<file path="config.mk">
export PLATFORM = sky130hd
export DESIGN_NAME = hue_wheel_fade_rgb_driver
export DESIGN_NICKNAME = d
export VERILOG_FILES = /design/src/design/hwf_pkg.sv /design/src/design/hwf_ctrl.sv /design/src/design/hwf_datapath.sv /design/src/design/hue_wheel_fade_rgb_driver.sv
export SDC_FILE = /design/constraint.sdc
export NUM_CORES = 1
export LEC_CHECK = 0
export ABC_AREA = 1
export BUFFER_PORTS_ARGS = -buffer_cell sky130_fd_sc_hd__buf_2
export CAP_MARGIN = 20
export CORE_MARGIN = 5
export CORE_UTILIZATION = 60
export DETAILED_ROUTE_END_ITERATION = 8
export PLACE_DENSITY = 0.79
export SLEW_MARGIN = 20
export SYNTH_ARGS = -nofsm -noshare
export SYNTH_HDL_FRONTEND = slang
export SYNTH_HIERARCHICAL = 1
export SYNTH_SLANG_ARGS = --single-unit
</file>
<file path="constraint.sdc">
create_clock -name clk -period 7.6 [get_ports clk]
set_input_delay 2.28 -clock clk [delete_from_list [all_inputs] [get_ports clk]]
set_output_delay 2.28 -clock clk [all_outputs]
set_load 0.01 [all_outputs]
</file>
<file path="src/design/hwf_pkg.sv">
// Package with the types, constants and codes shared by the hue wheel fade RGB driver.
package hwf_pkg;

	localparam int ElapsedW = 17;
	localparam logic [ElapsedW-1:0] ELAPSED_MAX = 17'h1FFFF;
	localparam logic [8:0] HUE_MAX   = 9'd360;
	localparam logic [8:0] HUE_WRAP  = 9'd359;
	localparam logic [6:0] LEVEL_MAX = 7'd100;
	localparam logic [6:0] LEVEL_RST = 7'd100;
	localparam logic [7:0] FADE_SPAN = 8'd200;
	localparam logic [7:0] PHASE_TOP = 8'd199;

	typedef enum logic {
		CMD_TICK = 1'b0,
		CMD_SET  = 1'b1
	} cmd_t;

	typedef enum logic [2:0] {
		REG_WHEEL_EN  = 3'd0,
		REG_FADE_EN   = 3'd1,
		REG_WHEEL_PER = 3'd2,
		REG_FADE_PER  = 3'd3,
		REG_FADE_FLR  = 3'd4,
		REG_INVERT    = 3'd5
	} reg_idx_t;

	typedef struct packed {
		cmd_t       command;
		logic [8:0] hue_in;
		logic [6:0] level_in;
	} in_item_t;

	typedef struct packed {
		logic [7:0] red;
		logic [7:0] green;
		logic [7:0] blue;
		logic [8:0] hue_now;
		logic [6:0] level_now;
	} out_item_t;

	typedef struct packed {
		logic        wheel_enable;
		logic        fade_enable;
		logic [15:0] wheel_period;
		logic [15:0] fade_period;
		logic [6:0]  fade_floor;
		logic        invert_output;
	} cfg_t;

	typedef enum logic [1:0] {
		ST_IDLE,
		ST_MUL1,
		ST_MUL2,
		ST_FINAL
	} state_t;

	typedef struct packed {
		logic load_item;
		logic stage1;
		logic stage2;
		logic load_out;
	} dp_cmd_t;

	typedef struct packed {
		logic out_free;
	} dp_stat_t;

endpackage

</file>
<file path="src/design/hwf_ctrl.sv">
// Controller state machine that sequences one transaction through the datapath.
module hwf_ctrl (
	input  logic          clk,
	input  logic          arst_n,
	input  logic          item_valid,
	output logic          item_stall,
	input  hwf_pkg::dp_stat_t stat,
	output hwf_pkg::dp_cmd_t  cmd
);
	import hwf_pkg::*;

	state_t state_q;
	state_t state_d;

	always_ff @(posedge clk or negedge arst_n) begin
		if (!arst_n) begin
			state_q <= ST_IDLE;
		end else begin
			state_q <= state_d;
		end
	end

	always_comb begin
		state_d    = state_q;
		cmd        = '0;
		item_stall = 1'b1;
		case (state_q)
			ST_IDLE: begin
				item_stall = 1'b0;
				if (item_valid) begin
					cmd.load_item = 1'b1;
					state_d       = ST_MUL1;
				end
			end
			ST_MUL1: begin
				cmd.stage1 = 1'b1;
				state_d    = ST_MUL2;
			end
			ST_MUL2: begin
				cmd.stage2 = 1'b1;
				state_d    = ST_FINAL;
			end
			ST_FINAL: begin
				// Hold here until the result register can take the new result.
				if (stat.out_free) begin
					cmd.load_out = 1'b1;
					state_d      = ST_IDLE;
				end
			end
			default: begin
				state_d = ST_IDLE;
			end
		endcase
	end

endmodule

</file>
<file path="src/design/hwf_datapath.sv">
// Datapath with the hue and fade state, the color scaling multipliers and the result register.
module hwf_datapath (
	input  logic              clk,
	input  logic              arst_n,
	input  hwf_pkg::cfg_t     cfg,
	input  hwf_pkg::in_item_t item,
	input  hwf_pkg::dp_cmd_t  cmd,
	output hwf_pkg::dp_stat_t stat,
	output logic              result_valid,
	input  logic              result_stall,
	output hwf_pkg::out_item_t result
);
	import hwf_pkg::*;

	logic [8:0]          hue_q;
	logic [6:0]          level_q;
	logic [ElapsedW-1:0] wheel_elapsed_q;
	logic [ElapsedW-1:0] fade_elapsed_q;
	logic [7:0]          fade_phase_q;

	logic [9:0]  hue_x_q;
	logic [10:0] lvl_x_q;
	logic [7:0]  h_q;
	logic [7:0]  b_q;
	logic        result_valid_q;
	out_item_t   result_q;

	// Tick update.
	logic [ElapsedW-1:0] wheel_inc, fade_inc;
	logic                wheel_step, fade_step;
	logic [9:0]          hue_plus;
	logic [8:0]          hue_wrap;
	logic [6:0]          lv_raw, lv;
	logic [7:0]          phase_c, phase_next;
	logic [6:0]          level_fade;
	logic [7:0]          span_diff;

	always_comb begin
		wheel_inc  = (wheel_elapsed_q < ELAPSED_MAX) ? wheel_elapsed_q + 1'b1 : wheel_elapsed_q;
		fade_inc   = (fade_elapsed_q < ELAPSED_MAX) ? fade_elapsed_q + 1'b1 : fade_elapsed_q;
		wheel_step = cfg.wheel_enable && (wheel_inc > {1'b0, cfg.wheel_period});
		fade_step  = cfg.fade_enable && (fade_inc > {1'b0, cfg.fade_period});

		hue_plus = {1'b0, hue_q} + 10'd1;
		hue_wrap = (hue_plus >= {1'b0, HUE_WRAP}) ? 9'(hue_plus - {1'b0, HUE_WRAP})
		                                           : hue_plus[8:0];

		// Triangle: rises 0..100 over the first half of the phase, falls after.
		span_diff = FADE_SPAN - fade_phase_q;
		lv_raw    = (fade_phase_q <= {1'b0, LEVEL_MAX}) ? fade_phase_q[6:0] : span_diff[6:0];
		if (lv_raw < cfg.fade_floor) begin
			lv      = cfg.fade_floor;
			phase_c = (cfg.fade_floor <= LEVEL_MAX) ? {1'b0, cfg.fade_floor}
			                                        : FADE_SPAN - {1'b0, cfg.fade_floor};
		end else begin
			lv      = lv_raw;
			phase_c = fade_phase_q;
		end
		level_fade = (lv <= LEVEL_MAX) ? lv : level_q;
		phase_next = (phase_c >= PHASE_TOP) ? 8'd0 : phase_c + 8'd1;
	end

	always_ff @(posedge clk or negedge arst_n) begin
		if (!arst_n) begin
			hue_q           <= '0;
			level_q         <= LEVEL_RST;
			wheel_elapsed_q <= '0;
			fade_elapsed_q  <= '0;
			fade_phase_q    <= '0;
		end else if (cmd.load_item) begin
			if (item.command == CMD_SET) begin
				if (item.hue_in <= HUE_MAX) begin
					hue_q <= item.hue_in;
				end
				if (item.level_in <= LEVEL_MAX) begin
					level_q <= item.level_in;
				end
			end else begin
				wheel_elapsed_q <= wheel_step ? '0 : wheel_inc;
				fade_elapsed_q  <= fade_step ? '0 : fade_inc;
				if (wheel_step) begin
					hue_q <= hue_wrap;
				end
				if (fade_step) begin
					level_q      <= level_fade;
					fade_phase_q <= phase_next;
				end
			end
		end
	end

	// First scaling step: hue*17/8 and level*51/4.
	logic [12:0] hue_m17, lvl_m51;
	assign hue_m17 = {4'b0, hue_q} * 13'd17;
	assign lvl_m51 = {6'b0, level_q} * 13'd51;

	always_ff @(posedge clk) begin
		if (cmd.stage1) begin
			hue_x_q <= hue_m17[12:3];
			lvl_x_q <= lvl_m51[12:2];
		end
	end

	// Second step: divide by 3 and by 5 through reciprocal multiplies.
	logic [19:0] hue_div;
	logic [22:0] lvl_div;
	assign hue_div = {10'b0, hue_x_q} * 20'd683;
	assign lvl_div = {12'b0, lvl_x_q} * 23'd3277;

	always_ff @(posedge clk) begin
		if (cmd.stage2) begin
			h_q <= hue_div[18:11];
			b_q <= lvl_div[21:14];
		end
	end

	// Final step: segment, ramps, optional inversion.
	logic [10:0] scaled;
	logic [2:0]  seg;
	logic [7:0]  off, off_inv;
	logic [15:0] prev_m, next_m;
	logic [7:0]  bb, prev, next, comp;
	out_item_t   rgb;

	always_comb begin
		scaled  = {1'b0, h_q, 2'b0} + {2'b0, h_q, 1'b0};
		seg     = scaled[10:8];
		off     = scaled[7:0];
		off_inv = 8'hFF - off;
		prev_m  = {8'b0, b_q} * {8'b0, off_inv};
		next_m  = {8'b0, b_q} * {8'b0, off};
		bb      = cfg.invert_output ? ~b_q : b_q;
		prev    = cfg.invert_output ? ~prev_m[15:8] : prev_m[15:8];
		next    = cfg.invert_output ? ~next_m[15:8] : next_m[15:8];
		comp    = cfg.invert_output ? 8'hFF : 8'h00;

		rgb           = '0;
		rgb.hue_now   = hue_q;
		rgb.level_now = level_q;
		if (h_q == 8'hFF) begin
			// Hue 360 is white at the scaled level, never inverted.
			rgb.red   = b_q;
			rgb.green = b_q;
			rgb.blue  = b_q;
		end else begin
			case (seg)
				3'd0: begin rgb.red = bb;   rgb.green = next; rgb.blue = comp; end
				3'd1: begin rgb.red = prev; rgb.green = bb;   rgb.blue = comp; end
				3'd2: begin rgb.red = comp; rgb.green = bb;   rgb.blue = next; end
				3'd3: begin rgb.red = comp; rgb.green = prev; rgb.blue = bb;   end
				3'd4: begin rgb.red = next; rgb.green = comp; rgb.blue = bb;   end
				default: begin rgb.red = bb; rgb.green = comp; rgb.blue = prev; end
			endcase
		end
	end

	assign stat.out_free = !result_valid_q || !result_stall;

	always_ff @(posedge clk or negedge arst_n) begin
		if (!arst_n) begin
			result_valid_q <= 1'b0;
		end else if (cmd.load_out) begin
			result_valid_q <= 1'b1;
		end else if (!result_stall) begin
			result_valid_q <= 1'b0;
		end
	end

	always_ff @(posedge clk) begin
		if (cmd.load_out) begin
			result_q <= rgb;
		end
	end

	assign result_valid = result_valid_q;
	assign result       = result_q;

endmodule

</file>
<file path="src/design/hue_wheel_fade_rgb_driver.sv">
// Top level of the hue wheel fade RGB driver: configuration registers, controller and datapath.
//
// The block keeps a hue (0..360) and a level percent (0..100) and returns one RGB
// transaction for every input transaction. A set transaction writes hue and level,
// each only when in range; a tick transaction advances the saturating wheel and
// fade counters, steps the hue around the wheel and walks the triangle fade when a
// counter passes its period. Each input transaction runs through the controller
// states in order: IDLE accepts it and updates the state, MUL1 and MUL2 run the
// constant scaling multiplies that map hue to 0..255 and level to 0..255, and FINAL
// forms the ramps and loads the result register. The block accepts no new input
// transaction until the last one is in the result register, which lets the next
// input transaction be accepted while a finished result is still stalled; the
// block then holds that transaction's result until the register frees up.
// Configuration registers sit at byte addresses 0, 4, ... 20 on the APB port in
// the order wheel_enable, fade_enable, wheel_period, fade_period, fade_floor,
// invert_output, and should be written while no transaction is in flight.
module hue_wheel_fade_rgb_driver (
	input  logic               clk,
	input  logic               arst_n,
	input  logic               item_valid,
	output logic               item_stall,
	input  hwf_pkg::in_item_t  item,
	output logic               result_valid,
	input  logic               result_stall,
	output hwf_pkg::out_item_t result,
	input  logic               psel,
	input  logic               penable,
	input  logic               pwrite,
	input  logic [4:0]         paddr,
	input  logic [31:0]        pwdata,
	output logic [31:0]        prdata,
	output logic               pready
);
	import hwf_pkg::*;

	cfg_t     cfg_q;
	dp_cmd_t  cmd;
	dp_stat_t stat;
	reg_idx_t reg_idx;

	// The register index comes from the word address; the byte offset is ignored.
	assign reg_idx = reg_idx_t'(paddr[4:2]);
	assign pready  = 1'b1;

	always_ff @(posedge clk or negedge arst_n) begin
		if (!arst_n) begin
			cfg_q.wheel_enable  <= 1'b0;
			cfg_q.fade_enable   <= 1'b0;
			cfg_q.wheel_period  <= 16'd50;
			cfg_q.fade_period   <= 16'd50;
			cfg_q.fade_floor    <= 7'd10;
			cfg_q.invert_output <= 1'b0;
		end else if (psel && penable && pwrite) begin
			case (reg_idx)
				REG_WHEEL_EN:  cfg_q.wheel_enable  <= pwdata[0];
				REG_FADE_EN:   cfg_q.fade_enable   <= pwdata[0];
				REG_WHEEL_PER: cfg_q.wheel_period  <= pwdata[15:0];
				REG_FADE_PER:  cfg_q.fade_period   <= pwdata[15:0];
				REG_FADE_FLR:  cfg_q.fade_floor    <= pwdata[6:0];
				REG_INVERT:    cfg_q.invert_output <= pwdata[0];
				default: begin
				end
			endcase
		end
	end

	// Read data is a plain decode of the register file.
	always_comb begin
		prdata = '0;
		case (reg_idx)
			REG_WHEEL_EN:  prdata = {31'b0, cfg_q.wheel_enable};
			REG_FADE_EN:   prdata = {31'b0, cfg_q.fade_enable};
			REG_WHEEL_PER: prdata = {16'b0, cfg_q.wheel_period};
			REG_FADE_PER:  prdata = {16'b0, cfg_q.fade_period};
			REG_FADE_FLR:  prdata = {25'b0, cfg_q.fade_floor};
			REG_INVERT:    prdata = {31'b0, cfg_q.invert_output};
			default:       prdata = '0;
		endcase
	end

	// The controller only sees the input handshake and the result register status.
	hwf_ctrl u_ctrl (
		.clk        (clk),
		.arst_n     (arst_n),
		.item_valid (item_valid),
		.item_stall (item_stall),
		.stat       (stat),
		.cmd        (cmd)
	);

	// The datapath takes the item straight off the port on the accept cycle.
	hwf_datapath u_dp (
		.clk          (clk),
		.arst_n       (arst_n),
		.cfg          (cfg_q),
		.item         (item),
		.cmd          (cmd),
		.stat         (stat),
		.result_valid (result_valid),
		.result_stall (result_stall),
		.result       (result)
	);

endmodule

</file>
# After elaboration in Yosys (flattened, before gate mapping)
# Cells that the tools add are included.
[word_totals]
regBits = 180
input_bits = 61
word_cells = 131
[classes]
n_addsub = 9
mul = 6
magnitude_cmp = 12
n_eq_ne = 18
muxes = 36
bitwise_logic = 4
reduce_logical = 24
[ops]
columns = ["op", "count"]
rows = [
  ["$pmux W24 S5", 1],
  ["$pmux W16 S6", 1],
  ["$mux W17", 4],
  ["$mux W8", 7],
  ["$mux W7", 6],
  ["$mux W9", 4],
  ["$add A17 B1 Y17 const B", 2],
  ["$gt A17 B16 Y1", 2],
  ["$lt A17 B17 Y1 const B", 2],
  ["$mul A8 B8 Y16", 2],
  ["$mux W24", 1],
  ["$not A8 Y8", 3],
  ["$mul A11 B12 Y22 const B", 1],
  ["$le A7 B7 Y1 const B", 3],
  ["$mul A10 B10 Y19 const B", 1],
  ["$reduce_and A2 Y1", 8],
  ["$mul A7 B6 Y13 const B", 1],
  ["$mul A9 B5 Y13 const B", 1],
  ["$eq A3 B2 Y1 const B", 4],
  ["$add A10 B9 Y11", 1],
  ["$add A9 B1 Y10 const B", 1],
  ["$ge A10 B9 Y1 const B", 1],
  ["$eq A3 B3 Y1 const B", 3],
  ["$le A9 B9 Y1 const B", 1],
  ["other kinds (26)", 48],
]

# Depth between registers and ports, before layout
[logic_depth]
ltp_word = 8
depth_mapped = 32
ltp_nobuf = 31

# Hierarchy
# The synthesis kept the hierarchy.
[modules_own_cells]
columns = ["mod", "instances", "cells_per_inst", "area_per_inst_um2"]
rows = [
  ["hwf_datapath", 1, 2274, 17885.9],
  ["hue_wheel_fade_rgb_driver", 1, 258, 2158.3],
  ["hwf_ctrl", 1, 28, 201.4],
]

# Worst setup path before layout
# OpenSTA, ideal clock, no wires.
[synth_timing]
kind = "register -> register"
startpoint = "register u_dp.h_q[0]"
endpoint = "register u_dp.result_q (netlist bit u_dp/result[30]), data pin"
t_arrival_ns = 5.474
required_time_ns = 7.346
path_slack_ns = 1.872
stages_incl_launch_ff = 31
n_path_buf = 1
path_cell_list = "edfxtp_1 ha_1 inv_1 fa_1 nand3b_1 nand2_1 nand2_1 and2_1 clkbuf_1 inv_1 nand2_1 fa_1 fa_1 inv_1 fa_1 inv_1 fa_1 inv_1 ha_1 nand2_1 nand2_1 a21oi_1 inv_1 a211oi_1 nand3b_1 nand2_1 nor2_1 nor2_1 nand3_1 nand2_1 nand2_1"
[synth_lines]
columns = ["element", "line_no", "rtl"]
rows = [
  ["from (decl)", "hwf_datapath.sv:23", "logic [7:0] h_q;"],
  ["from (signal assigned)", "hwf_datapath.sv:112", "h_q <= hue_div[18:11];"],
  ["to (signal assigned)", "hwf_datapath.sv:171", "result_q <= rgb;"],
  ["to (decl)", "hwf_datapath.sv:26", "out_item_t result_q;"],
]

==> results.cfg <==
[setup_path]
crit_path_end_kind = flip-flop
slowest_delay_ps = 540
crit_fanout = 8
slowest_stage = fa_1
cp.arrival_ps = 6710
cp.required_ps = 7800
worstSetupStartpointType = flip-flop
path_class = flip-flop to flip-flop
crit_top_cell = nand2_1

[floorplan]
fp-row-count = 67
die-width_um = 194
die_area_um2 = 37500
ios = 136
die_h_um = 194
core_area_um2 = 33400
initial_core_util_pct = 60.5

[clock_network]
cts_max_path_buffers = 2
cts_root_buf = clkbuf_16
cts.clk_slew.worst_paths_ps = 70
hold_buffers = 0
post_cts_buffers = 0
cts_tree = built
cts_made_buffers = 17
cts_resized = 0
insertion_delay_ps = 460
cts_sinks = 180
htree_levels = 4

[cells_and_area]
fillers = 2850
drive_above_1_share_pct = 8.85
nets = 3112
n_antenna_cell = 0
final-seq-area_um2 = 4900
area_growth_pct = 6.89
multi_input_area_um2 = 13200

[placed_design]
routabilityCongestion = 0.988
port_buffers = 100
dp_hpwl_um = 39100

[synth]
ys.flop_type = dfrtp_1
seq_area_frac_synth_pct = 24.2
yosysTopAreaCell = ha_1
ys_top_cells_by_count = 618 x nand2_1, 472 x inv_1, 286 x ha_1, 169 x nor2_1, 124 x fa_1
syn_avg_cell_area_um2 = 7.91
synthArstFlopShare_pct = 57.2
netlist_area_um2 = 20200
synth.distinct_cells = 59
ys_ff_latch = 180
synth_edf_count = 77
synth_area_leaders = ha_1 18%, fa_1 12%, nand2_1 11%
yosys_warnings = 6
syn_inst = 2560
synth_top_area_share_pct = 17.7
synthMostInstantiatedCell = nand2_1

[sta]
finalCritPeriodShare_pct = 85.7
worst_slew_pin_slew_ps = 951
drv_slew = 0
hold_viol = 0
tns_ps = 0
fin_skew_ps = 19.1
rsz0062_at_grt = false
relSlewSlack_pct = 36.6
fmax_mhz = 154
finalSetupViolCount = 0
hold_slack_ps = 491
fin_crit_ps = 6510

[route]
post_drt_via_cell_ratio = 5.49
wirelength_um = 48700
ant_nets = 0
dr_total_vias = 17000
drt_pass1_iterations = 6
drc = 0
drtIter0Drc = 1130
wl_per_cell_um = 15.7

[grt]
grt_start_max_net_pins = 62
grt_pass1_wl_um = 82300
grt_pass1_vias = 17400
grt.total_usage_pct = 26.1
grt-ovfl-total = 0
antenna_found_initial = 0

[min_path]
hold_class = flip-flop to flip-flop

[status]
outcome = completed

[run]
maxCapViolations = 0
cell type report:
cell class / instances / share of cell area, %
inverter: 480 / 8.33
tap: 448 / 2.59
timing repair buffer: 110 / 2.67
sequential: 180 / 22.7
clock buffer: 21 / 2.23
multi-input combinational: 1852 / 61.0
clock inverter: 11 / 0.491
through the flow:
step / setup slack (ps) / std cells / util [%] / cell area, um2
2_1_floorplan: 1870 / 2575 / - / 20300
3_3_place_gp: 1290 / 3070 / 62.9 / 21100
3_5_place_dp: 1220 / 3070 / 62.9 / 21100
4_1_cts: 1190 / 3102 / 64.7 / 21600
5_1_grt: 696 / 3102 / 64.7 / 21600
6_report: 1090 / 3102 / 64.7 / 21600
registers in the layout, indices dropped and copies added (netlist names), 7 cells and up:
register and flops:
u_dp/fade_phase_q 8, u_dp/result 40, u_dp/level_q 7, u_dp/lvl_x_q 11, u_dp/hue_q 9, u_dp/h_q 8
u_dp/wheel_elapsed_q 17, u_dp/fade_elapsed_q 17, cfg_q 42, u_dp/b_q 8, u_dp/hue_x_q 10
per-layer routing:
metal,up-vias,wire length [um],GRT usage [%]
met4,0,1270,8.21
met5,-,0,0
met2,559,24100,45.9
li1,8277,-,-
met1,8104,20500,33.2
met3,103,2860,4.21
worst paths after layout:
kind | startpoint | to | slack [ps] | cells past startpoint
min in group asynchronous | arst_n | u_dp/wheel_elapsed_q[14]$_DFFE_PN0P_ | 1820 | 1
worst max register to register | u_dp/h_q[2]$_DFFE_PP_ | u_dp/result[30]$_DFFE_PP_ | 1090 | 29
worst min register to register | u_dp/level_q[2]$_DFFE_PN1P_ | u_dp/level_q[2]$_DFFE_PN1P_ | 490 | 2
worst min-delay path | u_dp/level_q[2]$_DFFE_PN1P_ | u_dp/level_q[2]$_DFFE_PN1P_ | 490 | 2
worst max-delay path | u_dp/h_q[2]$_DFFE_PP_ | u_dp/result[30]$_DFFE_PP_ | 1090 | 29
max in group asynchronous | arst_n | cfg_q[15]$_DFFE_PN0P_ | 4620 | 2
kinds of logic after synthesis:
family | after synthesis | synth area share (%)
xor+xnor | 108 | 4.84
flops | 180 | 24.2
compound gates | 280 | 7.95
simple gates | 1037 | 22.2
buf+inv | 543 | 10.9
other cells | 2 | 0.0371
fa+ha+maj | 410 | 29.9
critical path, delay by kind of cell (launching register included):
| family | cells | cell delay, ps |
|---|---|---|
| DFF | 1 | 430 |
| and+or+nand+nor | 13 | 1160 |
| AOI/OAI and AO/OA | 4 | 850 |
| adders and majority gates | 6 | 2840 |
| buffers and inverters | 5 | 490 |
| xor gates and xnor gates | 1 | 460 |
cell usage in the layout, fill, tap and decap left out, types with 12 or more instances in the layout:
cell type  Yosys  routed
clkbuf_16      0      18
inv_1        472     471
nand3_2       12      12
o21ai_0       93      93
nand3_1      122     122
nand2_1      618     618
edfxtp_1      77      77
conb_1         2      17
buf_2         12      99
nand4_1       35      35
xnor2_1       26      26
ha_1         286     286
o21ai_1       23      23
nor2_1       169     168
a21oi_1       93      93
dfrtp_1       92      92
nand2_2       15      15
xor2_1        79      79
fa_1         124     124
o21ai_2       19      19
nor3_1        19      19
Power is left out: the tool's default activity adds up to more than one toggle a clock period on the data nets, which glitch-free logic cannot reach.
